===== config.mk =====
export PLATFORM = sky130hd
export DESIGN_NAME = keypad_layer_press_encoder_unit_flat
export DESIGN_NICKNAME = d
export VERILOG_FILES = /design/src/design/kpe_pkg.sv /design/src/design/kpe_if.sv /design/src/design/keypad_layer_press_encoder_unit.sv /design/src/design/kpe_ram.sv /design/src/design/kpe_front.sv /design/src/design/kpe_cmd_q.sv /design/src/design/kpe_back.sv /design/src/flat_wrapper.sv
export SDC_FILE = /design/constraint.sdc
export NUM_CORES = 1
export LEC_CHECK = 0
export ABC_AREA = 1
export BUFFER_PORTS_ARGS = -buffer_cell sky130_fd_sc_hd__buf_2
export CAP_MARGIN = 20
export CORE_MARGIN = 2
export CORE_UTILIZATION = 46
export CTS_CLUSTER_DIAMETER = 200
export CTS_CLUSTER_SIZE = 40
export DETAILED_ROUTE_END_ITERATION = 16
export SLEW_MARGIN = 10
export SYNTH_ARGS = -nofsm -noshare
export SYNTH_HDL_FRONTEND = slang
export SYNTH_SLANG_ARGS = --single-unit

===== constraint.sdc =====
create_clock -name i_clk -period 11.29 [get_ports i_clk]
set_clock_uncertainty 0.2 [all_clocks]
set_input_delay 1.6935 -clock i_clk [delete_from_list [all_inputs] [get_ports i_clk]]
set_output_delay 1.6935 -clock i_clk [all_outputs]
set_load 0.02 [all_outputs]

===== src/design/kpe_pkg.sv =====
// Shared constants, codes and types of the keypad layer press encoder.
// No dependencies; every other design file except kpe_ram imports this package.
package kpe_pkg;

    localparam int NUM_PRESETS  = 4;
    localparam int NUM_KEYS     = 16;
    localparam int TABLE_DEPTH  = NUM_PRESETS * NUM_KEYS;
    localparam int ADDR_W       = $clog2(TABLE_DEPTH);
    localparam int MATRIX_KEYS  = 16;

    localparam int KIND_W   = 2;
    localparam int ROW0_W   = 6;
    localparam int ROW_W    = 4;
    localparam int IDX_W    = 6;
    localparam int CODE_W   = 8;
    localparam int LEN_W    = 3;
    localparam int MOD_W    = 8;
    localparam int EV_W     = 2;
    localparam int KEY_W    = 4;
    localparam int PRESET_W = 2;
    localparam int LED_W    = 8;
    localparam int TICK_W   = 16;

    localparam int PRESET_UP_BIT   = 4;
    localparam int PRESET_DOWN_BIT = 5;

    localparam logic [TICK_W-1:0] IDLE_LIMIT_RST = TICK_W'(61 * 8);
    localparam logic [CODE_W-1:0] SPACE_CODE     = CODE_W'(44);
    localparam logic [LEN_W-1:0]  SPACE_LEN      = LEN_W'(1);
    localparam logic [LED_W-1:0]  LED_MSB        = LED_W'(1) << (LED_W - 1);

    localparam int Q_DEPTH = 2;

    typedef enum logic [KIND_W-1:0] {
        KIND_SCAN  = 2'd0,
        KIND_TICK  = 2'd1,
        KIND_WRITE = 2'd2,
        KIND_NONE  = 2'd3
    } t_kind;

    typedef enum logic [EV_W-1:0] {
        EV_PRESS  = 2'd0,
        EV_STATUS = 2'd1,
        EV_IDLE   = 2'd2
    } t_event;

    typedef enum logic [1:0] {
        OP_SCAN   = 2'd0,
        OP_STATUS = 2'd1,
        OP_IDLE   = 2'd2,
        OP_WRITE  = 2'd3
    } t_op;

    typedef struct packed {
        logic [MOD_W-1:0]  modifier;
        logic [LEN_W-1:0]  length;
        logic [CODE_W-1:0] key;
    } t_entry;

    typedef struct packed {
        t_op                    op;
        logic [MATRIX_KEYS-1:0] mask;
        logic [PRESET_W-1:0]    preset_old;
        logic [PRESET_W-1:0]    preset_new;
        logic [ADDR_W-1:0]      wr_addr;
        t_entry                 wr_data;
    } t_cmd;

    typedef struct packed {
        logic full;
        logic valid;
    } t_q_stat;

endpackage


===== src/design/kpe_if.sv =====
// Valid/ready channel interfaces for input items and result items.
// Depends on kpe_pkg for field widths.
interface kpe_in_if import kpe_pkg::*; ();
    logic                valid;
    logic                ready;
    logic [KIND_W-1:0]   kind;
    logic [ROW0_W-1:0]   row0_bits;
    logic [ROW_W-1:0]    row1_bits;
    logic [ROW_W-1:0]    row2_bits;
    logic [ROW_W-1:0]    row3_bits;
    logic [IDX_W-1:0]    entry_index;
    logic [CODE_W-1:0]   entry_key;
    logic [LEN_W-1:0]    entry_length;
    logic [MOD_W-1:0]    entry_modifier;

    modport source (
        output valid, kind, row0_bits, row1_bits, row2_bits, row3_bits,
               entry_index, entry_key, entry_length, entry_modifier,
        input  ready
    );
    modport sink (
        input  valid, kind, row0_bits, row1_bits, row2_bits, row3_bits,
               entry_index, entry_key, entry_length, entry_modifier,
        output ready
    );
endinterface

interface kpe_out_if import kpe_pkg::*; ();
    logic                valid;
    logic                ready;
    logic [EV_W-1:0]     event_res;
    logic [CODE_W-1:0]   key_code;
    logic [LEN_W-1:0]    key_length;
    logic [MOD_W-1:0]    modifier;
    logic [KEY_W-1:0]    key_number;
    logic [PRESET_W-1:0] preset;
    logic [LED_W-1:0]    preset_led;
    logic                last;

    modport source (
        output valid, event_res, key_code, key_length, modifier, key_number,
               preset, preset_led, last,
        input  ready
    );
    modport sink (
        input  valid, event_res, key_code, key_length, modifier, key_number,
               preset, preset_led, last,
        output ready
    );
endinterface


===== src/design/keypad_layer_press_encoder_unit.sv =====
// An accepted item passes through the command queue, the command register, the table-read
// stage and the output register. A scan with n new key presses loads its command, reads the
// table once per press and ends with one status; tick and table write give one result each.
// A two-entry command queue lets the front accept while the back drains results.
// Reset clears matrix history, preset, idle counter and sets idle_limit to 488;
// the key table is not cleared and must be written before it is read.
module keypad_layer_press_encoder_unit import kpe_pkg::*; (
    input  logic              i_clk,
    input  logic              i_rst_n,
    kpe_in_if.sink            i_in,
    kpe_out_if.source         o_out,
    input  logic              i_cfg_wr_en,
    input  logic [TICK_W-1:0] i_cfg_wr_data
);
    logic    q_push;
    t_cmd    q_cmd_in;
    logic    q_pop;
    t_cmd    q_cmd_out;
    t_q_stat q_stat;

    kpe_front u_front (
        .i_clk         (i_clk),
        .i_rst_n       (i_rst_n),
        .i_in          (i_in),
        .i_cfg_wr_en   (i_cfg_wr_en),
        .i_cfg_wr_data (i_cfg_wr_data),
        .i_q_stat      (q_stat),
        .o_q_push      (q_push),
        .o_q_cmd       (q_cmd_in)
    );

    kpe_cmd_q u_cmd_q (
        .i_clk   (i_clk),
        .i_rst_n (i_rst_n),
        .i_push  (q_push),
        .i_cmd   (q_cmd_in),
        .i_pop   (q_pop),
        .o_cmd   (q_cmd_out),
        .o_stat  (q_stat)
    );

    kpe_back u_back (
        .i_clk    (i_clk),
        .i_rst_n  (i_rst_n),
        .i_q_stat (q_stat),
        .i_q_cmd  (q_cmd_out),
        .o_q_pop  (q_pop),
        .o_out    (o_out)
    );

    a_no_push_when_full: assert property (@(posedge i_clk) disable iff (!i_rst_n)
        q_push |-> !q_stat.full)
        else $error("command pushed into a full queue");

    a_accept_reaches_queue: assert property (@(posedge i_clk) disable iff (!i_rst_n)
        (i_in.valid && i_in.ready) |=> q_stat.valid)
        else $error("accepted item missing from command queue");

    a_led_tracks_preset: assert property (@(posedge i_clk) disable iff (!i_rst_n)
        o_out.valid |-> (o_out.preset_led == (LED_MSB >> o_out.preset)))
        else $error("preset LED does not match preset");
endmodule


===== src/design/kpe_ram.sv =====
// Generic simple dual-port RAM: one write port, one registered read port.
// No dependencies.
module kpe_ram #(
    parameter int WIDTH = 8,
    parameter int DEPTH = 16
) (
    input  logic                     i_clk,
    input  logic                     i_wr_en,
    input  logic [$clog2(DEPTH)-1:0] i_wr_addr,
    input  logic [WIDTH-1:0]         i_wr_data,
    input  logic                     i_rd_en,
    input  logic [$clog2(DEPTH)-1:0] i_rd_addr,
    output logic [WIDTH-1:0]         o_rd_data
);
    logic [WIDTH-1:0] r_mem [DEPTH];
    logic [WIDTH-1:0] r_rd_data;

    always_ff @(posedge i_clk) begin
        if (i_wr_en) begin
            r_mem[i_wr_addr] <= i_wr_data;
        end
        if (i_rd_en) begin
            r_rd_data <= r_mem[i_rd_addr];
        end
    end

    assign o_rd_data = r_rd_data;
endmodule


===== src/design/kpe_front.sv =====
// Front end: accepts input items, tracks matrix, preset and idle state,
// and turns each item into a command for the back end. Uses kpe_pkg, kpe_if.
module kpe_front import kpe_pkg::*; (
    input  logic                 i_clk,
    input  logic                 i_rst_n,
    kpe_in_if.sink               i_in,
    input  logic                 i_cfg_wr_en,
    input  logic [TICK_W-1:0]    i_cfg_wr_data,
    input  t_q_stat              i_q_stat,
    output logic                 o_q_push,
    output t_cmd                 o_q_cmd
);
    logic [TICK_W-1:0]      r_idle_limit;
    logic [ROW0_W-1:0]      r_prev_row0;
    logic [ROW_W-1:0]       r_prev_row1;
    logic [ROW_W-1:0]       r_prev_row2;
    logic [ROW_W-1:0]       r_prev_row3;
    logic [PRESET_W-1:0]    r_preset;
    logic [TICK_W-1:0]      r_idle_ticks;

    logic [PRESET_W-1:0]    n_preset;
    logic [TICK_W-1:0]      n_idle_ticks;
    logic                   n_scan;

    logic                   accept;
    logic [ROW0_W-1:0]      rise0;
    logic [ROW_W-1:0]       rise1;
    logic [ROW_W-1:0]       rise2;
    logic [ROW_W-1:0]       rise3;
    logic [MATRIX_KEYS-1:0] key_ok;
    logic [PRESET_W-1:0]    preset_dn;
    logic [PRESET_W-1:0]    preset_up;
    logic [TICK_W-1:0]      ticks_inc;
    logic                   pressed;

    assign i_in.ready = !i_q_stat.full;
    assign accept     = i_in.valid && i_in.ready;
    assign o_q_push   = accept;

    assign rise0 = i_in.row0_bits & ~r_prev_row0;
    assign rise1 = i_in.row1_bits & ~r_prev_row1;
    assign rise2 = i_in.row2_bits & ~r_prev_row2;
    assign rise3 = i_in.row3_bits & ~r_prev_row3;
    assign pressed = (|rise0) || (|rise1) || (|rise2) || (|rise3);
    assign ticks_inc = r_idle_ticks + TICK_W'(1);

    // down is applied first, then up, both with wrap
    always_comb begin
        if (!rise0[PRESET_DOWN_BIT]) begin
            preset_dn = r_preset;
        end else if (r_preset == '0) begin
            preset_dn = PRESET_W'(NUM_PRESETS - 1);
        end else begin
            preset_dn = r_preset - PRESET_W'(1);
        end
        if (!rise0[PRESET_UP_BIT]) begin
            preset_up = preset_dn;
        end else if (preset_dn >= PRESET_W'(NUM_PRESETS - 1)) begin
            preset_up = '0;
        end else begin
            preset_up = preset_dn + PRESET_W'(1);
        end
    end

    always_comb begin
        for (int k = 0; k < MATRIX_KEYS; k++) begin
            key_ok[k] = (k < NUM_KEYS);
        end
        o_q_cmd.op               = OP_STATUS;
        o_q_cmd.mask             = '0;
        o_q_cmd.preset_old       = r_preset;
        o_q_cmd.preset_new       = r_preset;
        o_q_cmd.wr_addr          = ADDR_W'(i_in.entry_index);
        o_q_cmd.wr_data.modifier = i_in.entry_modifier;
        o_q_cmd.wr_data.length   = i_in.entry_length;
        o_q_cmd.wr_data.key      = i_in.entry_key;
        n_preset                 = r_preset;
        n_idle_ticks             = r_idle_ticks;
        n_scan                   = 1'b0;
        unique case (t_kind'(i_in.kind))
            KIND_SCAN: begin
                n_scan             = 1'b1;
                o_q_cmd.op         = OP_SCAN;
                o_q_cmd.mask       = {rise3, rise2, rise1, rise0[ROW_W-1:0]} & key_ok;
                o_q_cmd.preset_new = preset_up;
                n_preset           = preset_up;
                if (pressed) begin
                    n_idle_ticks = '0;
                end
            end
            KIND_TICK: begin
                if (ticks_inc > r_idle_limit) begin
                    o_q_cmd.op   = OP_IDLE;
                    n_idle_ticks = '0;
                end else begin
                    n_idle_ticks = ticks_inc;
                end
            end
            KIND_WRITE: begin
                if ({1'b0, i_in.entry_index} < (IDX_W + 1)'(TABLE_DEPTH)) begin
                    o_q_cmd.op = OP_WRITE;
                end
            end
            KIND_NONE: begin
                o_q_cmd.op = OP_STATUS;
            end
        endcase
    end

    always_ff @(posedge i_clk) begin
        if (!i_rst_n) begin
            r_idle_limit <= IDLE_LIMIT_RST;
            r_prev_row0  <= '0;
            r_prev_row1  <= '0;
            r_prev_row2  <= '0;
            r_prev_row3  <= '0;
            r_preset     <= '0;
            r_idle_ticks <= '0;
        end else begin
            if (i_cfg_wr_en) begin
                r_idle_limit <= i_cfg_wr_data;
            end
            if (accept) begin
                r_preset     <= n_preset;
                r_idle_ticks <= n_idle_ticks;
                if (n_scan) begin
                    r_prev_row0 <= i_in.row0_bits;
                    r_prev_row1 <= i_in.row1_bits;
                    r_prev_row2 <= i_in.row2_bits;
                    r_prev_row3 <= i_in.row3_bits;
                end
            end
        end
    end
endmodule


===== src/design/kpe_cmd_q.sv =====
// Short command queue between front end and back end.
// Uses kpe_pkg.
module kpe_cmd_q import kpe_pkg::*; (
    input  logic    i_clk,
    input  logic    i_rst_n,
    input  logic    i_push,
    input  t_cmd    i_cmd,
    input  logic    i_pop,
    output t_cmd    o_cmd,
    output t_q_stat o_stat
);
    localparam int PTR_W = $clog2(Q_DEPTH);
    localparam int CNT_W = $clog2(Q_DEPTH + 1);

    t_cmd             r_slot [Q_DEPTH];
    logic [PTR_W-1:0] r_wr_ptr;
    logic [PTR_W-1:0] r_rd_ptr;
    logic [CNT_W-1:0] r_count;
    logic [CNT_W-1:0] n_count;

    assign o_cmd        = r_slot[r_rd_ptr];
    assign o_stat.full  = (r_count == CNT_W'(Q_DEPTH));
    assign o_stat.valid = (r_count != '0);

    always_comb begin
        unique case ({i_push, i_pop})
            2'b10:   n_count = r_count + CNT_W'(1);
            2'b01:   n_count = r_count - CNT_W'(1);
            default: n_count = r_count;
        endcase
    end

    always_ff @(posedge i_clk) begin
        if (i_push) begin
            r_slot[r_wr_ptr] <= i_cmd;
        end
        if (!i_rst_n) begin
            r_wr_ptr <= '0;
            r_rd_ptr <= '0;
            r_count  <= '0;
        end else begin
            if (i_push) begin
                r_wr_ptr <= r_wr_ptr + PTR_W'(1);
            end
            if (i_pop) begin
                r_rd_ptr <= r_rd_ptr + PTR_W'(1);
            end
            r_count <= n_count;
        end
    end
endmodule


===== src/design/kpe_back.sv =====
// Back end: walks each command, reads the key table, and serializes results
// through a table-read stage and an output register. Uses kpe_pkg, kpe_if, kpe_ram.
module kpe_back import kpe_pkg::*; (
    input  logic    i_clk,
    input  logic    i_rst_n,
    input  t_q_stat i_q_stat,
    input  t_cmd    i_q_cmd,
    output logic    o_q_pop,
    kpe_out_if.source o_out
);
    typedef struct packed {
        t_event              ev;
        logic [KEY_W-1:0]    key;
        logic [PRESET_W-1:0] preset;
        logic                last;
    } t_meta;

    logic                   r_busy;
    t_cmd                   r_cmd;
    logic [MATRIX_KEYS-1:0] r_mask;
    logic                   r_s1_valid;
    t_meta                  r_s1;
    logic                   r_o_valid;
    logic [EV_W-1:0]        r_o_event;
    logic [CODE_W-1:0]      r_o_code;
    logic [LEN_W-1:0]       r_o_len;
    logic [MOD_W-1:0]       r_o_mod;
    logic [KEY_W-1:0]       r_o_key;
    logic [PRESET_W-1:0]    r_o_preset;
    logic [LED_W-1:0]       r_o_led;
    logic                   r_o_last;

    logic [MATRIX_KEYS-1:0] n_mask;
    logic [CODE_W-1:0]      n_code;
    logic [LEN_W-1:0]       n_len;
    logic [MOD_W-1:0]       n_mod;

    logic                   out_free;
    logic                   s1_adv;
    logic                   issue_ok;
    logic                   has_key;
    logic [KEY_W-1:0]       first_key;
    t_meta                  iss;
    logic                   iss_done;
    logic                   wr_en;
    logic [ADDR_W-1:0]      rd_addr;
    t_entry                 rd_entry;

    assign out_free = !r_o_valid || o_out.ready;
    assign s1_adv   = !r_s1_valid || out_free;
    assign issue_ok = r_busy && s1_adv;
    assign o_q_pop  = !r_busy && i_q_stat.valid;
    assign has_key  = |r_mask;
    assign wr_en    = issue_ok && (r_cmd.op == OP_WRITE);
    assign rd_addr  = ADDR_W'(r_cmd.preset_old) * ADDR_W'(NUM_KEYS) + ADDR_W'(first_key);
    assign n_mask   = r_mask & ~(MATRIX_KEYS'(1) << first_key);

    // lowest pending key first
    always_comb begin
        first_key = '0;
        for (int k = MATRIX_KEYS - 1; k >= 0; k--) begin
            if (r_mask[k]) begin
                first_key = KEY_W'(k);
            end
        end
    end

    always_comb begin
        iss.ev     = EV_STATUS;
        iss.key    = '0;
        iss.preset = r_cmd.preset_new;
        iss.last   = 1'b1;
        iss_done   = 1'b1;
        unique case (r_cmd.op)
            OP_SCAN: begin
                if (has_key) begin
                    iss.ev     = EV_PRESS;
                    iss.key    = first_key;
                    iss.preset = r_cmd.preset_old;
                    iss.last   = 1'b0;
                    iss_done   = 1'b0;
                end
            end
            OP_IDLE: begin
                iss.ev = EV_IDLE;
            end
            OP_STATUS, OP_WRITE: begin
                iss.ev = EV_STATUS;
            end
        endcase
    end

    kpe_ram #(
        .WIDTH ($bits(t_entry)),
        .DEPTH (TABLE_DEPTH)
    ) u_table (
        .i_clk     (i_clk),
        .i_wr_en   (wr_en),
        .i_wr_addr (r_cmd.wr_addr),
        .i_wr_data (r_cmd.wr_data),
        .i_rd_en   (issue_ok),
        .i_rd_addr (rd_addr),
        .o_rd_data (rd_entry)
    );

    always_comb begin
        unique case (r_s1.ev)
            EV_PRESS: begin
                n_code = rd_entry.key;
                n_len  = rd_entry.length;
                n_mod  = rd_entry.modifier;
            end
            EV_IDLE: begin
                n_code = SPACE_CODE;
                n_len  = SPACE_LEN;
                n_mod  = '0;
            end
            default: begin
                n_code = '0;
                n_len  = '0;
                n_mod  = '0;
            end
        endcase
    end

    always_ff @(posedge i_clk) begin
        if (o_q_pop) begin
            r_cmd  <= i_q_cmd;
            r_mask <= i_q_cmd.mask;
        end else if (issue_ok) begin
            r_mask <= n_mask;
        end
        if (s1_adv) begin
            r_s1 <= iss;
        end
        if (out_free) begin
            r_o_event  <= r_s1.ev;
            r_o_code   <= n_code;
            r_o_len    <= n_len;
            r_o_mod    <= n_mod;
            r_o_key    <= r_s1.key;
            r_o_preset <= r_s1.preset;
            r_o_led    <= LED_MSB >> r_s1.preset;
            r_o_last   <= r_s1.last;
        end
        if (!i_rst_n) begin
            r_busy     <= 1'b0;
            r_s1_valid <= 1'b0;
            r_o_valid  <= 1'b0;
        end else begin
            if (o_q_pop) begin
                r_busy <= 1'b1;
            end else if (issue_ok && iss_done) begin
                r_busy <= 1'b0;
            end
            if (s1_adv) begin
                r_s1_valid <= r_busy;
            end
            if (out_free) begin
                r_o_valid <= r_s1_valid;
            end
        end
    end

    assign o_out.valid      = r_o_valid;
    assign o_out.event_res  = r_o_event;
    assign o_out.key_code   = r_o_code;
    assign o_out.key_length = r_o_len;
    assign o_out.modifier   = r_o_mod;
    assign o_out.key_number = r_o_key;
    assign o_out.preset     = r_o_preset;
    assign o_out.preset_led = r_o_led;
    assign o_out.last       = r_o_last;
endmodule


===== src/flat_wrapper.sv =====
// flat-port wrapper written by rule: the top's interface ports become plain ports
module keypad_layer_press_encoder_unit_flat import kpe_pkg::*;
  (i_clk, i_rst_n, i_cfg_wr_en, i_cfg_wr_data, i_in_valid, i_in_kind, i_in_row0_bits, i_in_row1_bits, i_in_row2_bits, i_in_row3_bits, i_in_entry_index, i_in_entry_key, i_in_entry_length, i_in_entry_modifier, i_in_ready, o_out_valid, o_out_event_res, o_out_key_code, o_out_key_length, o_out_modifier, o_out_key_number, o_out_preset, o_out_preset_led, o_out_last, o_out_ready);
  kpe_in_if i_in_i ();
  kpe_out_if o_out_i ();
  input  logic i_clk;
  input  logic i_rst_n;
  input  logic i_cfg_wr_en;
  input  logic [TICK_W-1:0] i_cfg_wr_data;
  input wire logic [$bits(i_in_i.valid)-1:0] i_in_valid;
  input wire logic [$bits(i_in_i.kind)-1:0] i_in_kind;
  input wire logic [$bits(i_in_i.row0_bits)-1:0] i_in_row0_bits;
  input wire logic [$bits(i_in_i.row1_bits)-1:0] i_in_row1_bits;
  input wire logic [$bits(i_in_i.row2_bits)-1:0] i_in_row2_bits;
  input wire logic [$bits(i_in_i.row3_bits)-1:0] i_in_row3_bits;
  input wire logic [$bits(i_in_i.entry_index)-1:0] i_in_entry_index;
  input wire logic [$bits(i_in_i.entry_key)-1:0] i_in_entry_key;
  input wire logic [$bits(i_in_i.entry_length)-1:0] i_in_entry_length;
  input wire logic [$bits(i_in_i.entry_modifier)-1:0] i_in_entry_modifier;
  output wire logic [$bits(i_in_i.ready)-1:0] i_in_ready;
  output wire logic [$bits(o_out_i.valid)-1:0] o_out_valid;
  output wire logic [$bits(o_out_i.event_res)-1:0] o_out_event_res;
  output wire logic [$bits(o_out_i.key_code)-1:0] o_out_key_code;
  output wire logic [$bits(o_out_i.key_length)-1:0] o_out_key_length;
  output wire logic [$bits(o_out_i.modifier)-1:0] o_out_modifier;
  output wire logic [$bits(o_out_i.key_number)-1:0] o_out_key_number;
  output wire logic [$bits(o_out_i.preset)-1:0] o_out_preset;
  output wire logic [$bits(o_out_i.preset_led)-1:0] o_out_preset_led;
  output wire logic [$bits(o_out_i.last)-1:0] o_out_last;
  input wire logic [$bits(o_out_i.ready)-1:0] o_out_ready;
  assign i_in_i.valid = i_in_valid;
  assign i_in_i.kind = i_in_kind;
  assign i_in_i.row0_bits = i_in_row0_bits;
  assign i_in_i.row1_bits = i_in_row1_bits;
  assign i_in_i.row2_bits = i_in_row2_bits;
  assign i_in_i.row3_bits = i_in_row3_bits;
  assign i_in_i.entry_index = i_in_entry_index;
  assign i_in_i.entry_key = i_in_entry_key;
  assign i_in_i.entry_length = i_in_entry_length;
  assign i_in_i.entry_modifier = i_in_entry_modifier;
  assign i_in_ready = i_in_i.ready;
  assign o_out_valid = o_out_i.valid;
  assign o_out_event_res = o_out_i.event_res;
  assign o_out_key_code = o_out_i.key_code;
  assign o_out_key_length = o_out_i.key_length;
  assign o_out_modifier = o_out_i.modifier;
  assign o_out_key_number = o_out_i.key_number;
  assign o_out_preset = o_out_i.preset;
  assign o_out_preset_led = o_out_i.preset_led;
  assign o_out_last = o_out_i.last;
  assign o_out_i.ready = o_out_ready;
  keypad_layer_press_encoder_unit u_core (.i_clk(i_clk), .i_rst_n(i_rst_n), .i_in(i_in_i), .o_out(o_out_i), .i_cfg_wr_en(i_cfg_wr_en), .i_cfg_wr_data(i_cfg_wr_data));
endmodule

==> results.cfg <==
[logic_synthesis]
synth-compound-area-share = 0.0221
syn_inst = 5189
synth_fa_ha_area_frac = 0.00390
synth.mux.area_fraction = 0.00837
synthSimpleGateAreaFrac = 0.188
synth.ff_latch_count = 1477
synth_top_cell_by_area = edfxtp_1
synthesis.area_mm2 = 0.0610
syn_avg_cell_area_um2 = 11.8
synth_area_leaders = edfxtp_1 (70%), nand3_1 (8.5%), nor2_1 (4.6%)
yosys.area_share.xor_xnor = 0.00230
ys_types = 40
synth_top_family_by_area = simple AND/OR/NAND/NOR gates
yosysWarnings = 0
ys_seq_area_frac = 0.718
yosysTopAreaCellShare = 0.698

[place]
place_area_mm2 = 0.0634
hpwl_um = 94700
gp_congestion = 0.848
portBuffers = 99

[global_routing]
grt_pass1_wl_um = 258000
track_usage = 0.255
antenna_found_initial = 1
grt_overflow = 0
grt_max_degree = 209
first_global_vias = 38400

[cells_and_area]
fill_cells = 11700
num-nets-final = 5209
utilization = 0.492
drive_gt1_frac = 0.0746
fin_area_mm2 = 0.0646
area_delta_synth_final_pct = 6.01

[clocking]
clk_latency_ns = 0.71
cts-buffers-inserted = 42
cts_hold_buf = 0
clock_tree.root_cell = clkbuf_16
cts_resized = 0
cts_max_level = 2
post-cts-setup-buffers = 0
cts_sinks = 1477
cts_tree = done
cts_max_path_buffers = 3
clk_pin_slew_worst_paths_ns = 0.14

[worst_setup_path]
critPathMaxFanout = 103
timing.rr.start = u_core.u_back.r_mask[14]$_DFFE_PP_
rr_worst_depth = 24
critPathKind = reg2reg
setup.worst_path.end_class = flip-flop
startpoint = u_core.u_back.r_mask[14]$_DFFE_PP_
cp-start-kind = flip-flop
worstPathArrival_ns = 6.28
cp.required_ns = 11.67

[sta]
grt_setup_unrepaired = no
fmax_ghz = 0.169
period_minus_slack_ns = 5.91
period_share = 0.523
fin_worst_hold_slack_ns = 0.248
worst_slew_pin_slew_ns = 1.09
maxSlewViolCount = 0
setup_viol = 0
maxSlewHeadroom = 0.274
tns_ns = 0
hold_viol_final = 0

[floorplanning]
core-area_mm2 = 0.131
fp.dieH_um = 368
core.rowCount = 133
ios = 104
start_util = 0.464
die_area_mm2 = 0.135
die_width_um = 368

[route]
first_pass_iters = 5
drt_wl_total_um = 175000
vias = 40100
routed_via_density = 5.82
drc_errors = 0
routedWlPerCell_um = 25.4
drtIter0Drc = 5051
antenna_left = 0

[power]
power_density_mw_per_mm2 = 254
cellLeakagePower_nw = 23.4
ir_drop_uv = 291

[run]
drv_cap = 0

[run_status]
status = complete, no violations

[worst_hold_path]
hold_path_depth = 0
hp-class = reg2reg
hold_start = u_core.u_back.r_s1[5]$_SDFFCE_PN0N_
[through the flow]
| stage | power [mW] | instances | setup slack, ns |
|---|---|---|---|
| after floorplan | 11.5 | 5192 | 6.82 |
| after global placement | 14.1 | 6830 | 5.45 |
| after detailed placement | 14.1 | 6830 | 5.46 |
| after CTS | 16.3 | 6883 | 5.42 |
| after global routing | 17.1 | 6888 | 5.05 |
| final | 16.4 | 6889 | 5.38 |
[synthesized netlist by cell type (all sizes together)]
| library cell | number |
|---|---|
| o211ai | 7 |
| and3 | 2 |
| mux2i | 15 |
| and2 | 1 |
| nor3b | 1 |
| buf | 166 |
| clkbuf | 168 |
| nand2 | 417 |
| nor4 | 2 |
| clkinv | 2 |
| ha | 19 |
| dfxtp | 60 |
| conb | 1 |
| nor3 | 10 |
| xnor2 | 2 |
| o211a | 1 |
| o2111ai | 1 |
| xor2 | 14 |
| o22ai | 7 |
| inv | 535 |
| nor2 | 745 |
| o221ai | 1 |
| nand3 | 1038 |
| mux2 | 32 |
| edfxtp | 1417 |
| or2 | 1 |
| o21ai | 168 |
| a21oi | 72 |
| nand4 | 283 |
| o21a | 1 |
[power breakdown]
group / switching (mW) / total [mW] / internal (mW)
Combinational: 5.45 / 6.94 / 1.49
Sequential: 0.186 / 7.20 / 7.01
Clock: 1.56 / 2.27 / 0.709
[worst max-delay path, cell delays in order, from the launching register on]
cell and delay, ns:
edfxtp_1 0.41, inv_1 0.08, nand2_1 0.06, nand2_1 0.06
nand2_1 0.05, nand2_1 0.05, nand2_1 0.05, nand2_1 0.05
nand2_1 0.05, nand2_1 0.06, nand2_1 0.05, nand2_1 0.05
nand2_1 0.12, nand2_8 0.24, nand2_4 0.23, nand2_8 0.70
nand2_8 0.58, nor2_4 0.76, buf_4 0.89, nand2_1 0.12
nand3_1 0.13, nand3_1 0.07, nand3_1 0.10, nand3_1 0.27
nand2_1 0.14
[final timing paths]
path                                                                     end  slack, ns
worst min register to register   u_core.u_back.o_out.key_number[2]$_DFFE_PP_       0.25
worst max-delay path            u_core.u_back.u_table.o_rd_data[7]$_DFFE_PP_       5.38
worst min-delay path             u_core.u_back.o_out.key_number[2]$_DFFE_PP_       0.25
worst max register to register  u_core.u_back.u_table.o_rd_data[7]$_DFFE_PP_       5.38
[metal layers]
| layer | share of wire | vias to the layer above | global-route usage |
|---|---|---|---|
| met2 | 0.46 | 1957 | 0.403 |
| met5 | 0.000091 | - | 0 |
| met4 | 0.039 | 2 | 0.0959 |
| met3 | 0.086 | 230 | 0.0317 |
| li1 | - | 18000 | - |
| met1 | 0.41 | 19900 | 0.363 |
[cells by family after synthesis]
family	count (synthesis)
AO/OA/AOI/OAI	258
XOR/XNOR	16
adder cells (fa/ha/maj)	19
buffers and inverters	871
flip-flops	1477
multiplexers	47
other	1
AND/OR/NAND/NOR	2500
[layout make-up]
cell class,count,area [um^2],share of cell area
inverters,537,2040,0.0316
multi-input cells,2844,14000,0.217
diodes,1,2.50,0.0000387
clock buffers,51,1110,0.0171
well taps,1755,2200,0.0340
clock inverters,2,13.8,0.000213
flip-flops and latches,1477,43800,0.677
repair buffers,222,1510,0.0234
[state kept, by name, summed over array words and instances (netlist names), 3 cells and up, named ones only]
signal	cells
u_core.u_back.u_table.r_mem	1216
u_core.u_cmd_q.r_slot	94
u_core.u_back.r_cmd	31
u_core.u_back.u_table.o_rd_data	19
u_core.u_back.r_mask	16
u_core.u_front.r_idle_limit	16
u_core.u_front.r_idle_ticks	16
u_core.u_back.r_s1	9
u_core.u_back.o_out.key_code	8
u_core.u_back.o_out.modifier	8
u_core.u_front.r_prev_row0	6
u_core.u_back.o_out.key_number	4
u_core.u_back.o_out.preset_led	4
u_core.u_front.r_prev_row1	4
u_core.u_front.r_prev_row2	4
u_core.u_front.r_prev_row3	4
u_core.u_back.o_out.key_length	3
[placed cells by master, fill, tap and decap left out, types with 8 or more instances in the layout]
master,instances
o21ai_1,36
mux2i_1,15
buf_2,99
a21oi_1,69
mux2_2,32
clkbuf_1,8
edfxtp_1,1417
nor2_1,678
nor2_4,13
clkbuf_16,43
nor2_2,54
nand3_1,1037
xor2_1,14
nor3_1,10
nand2_1,411
o21ai_0,132
ha_1,19
dfxtp_1,59
inv_1,531
nand4_1,283
buf_4,114
Note: power is estimated with default switching activity, not from simulation.
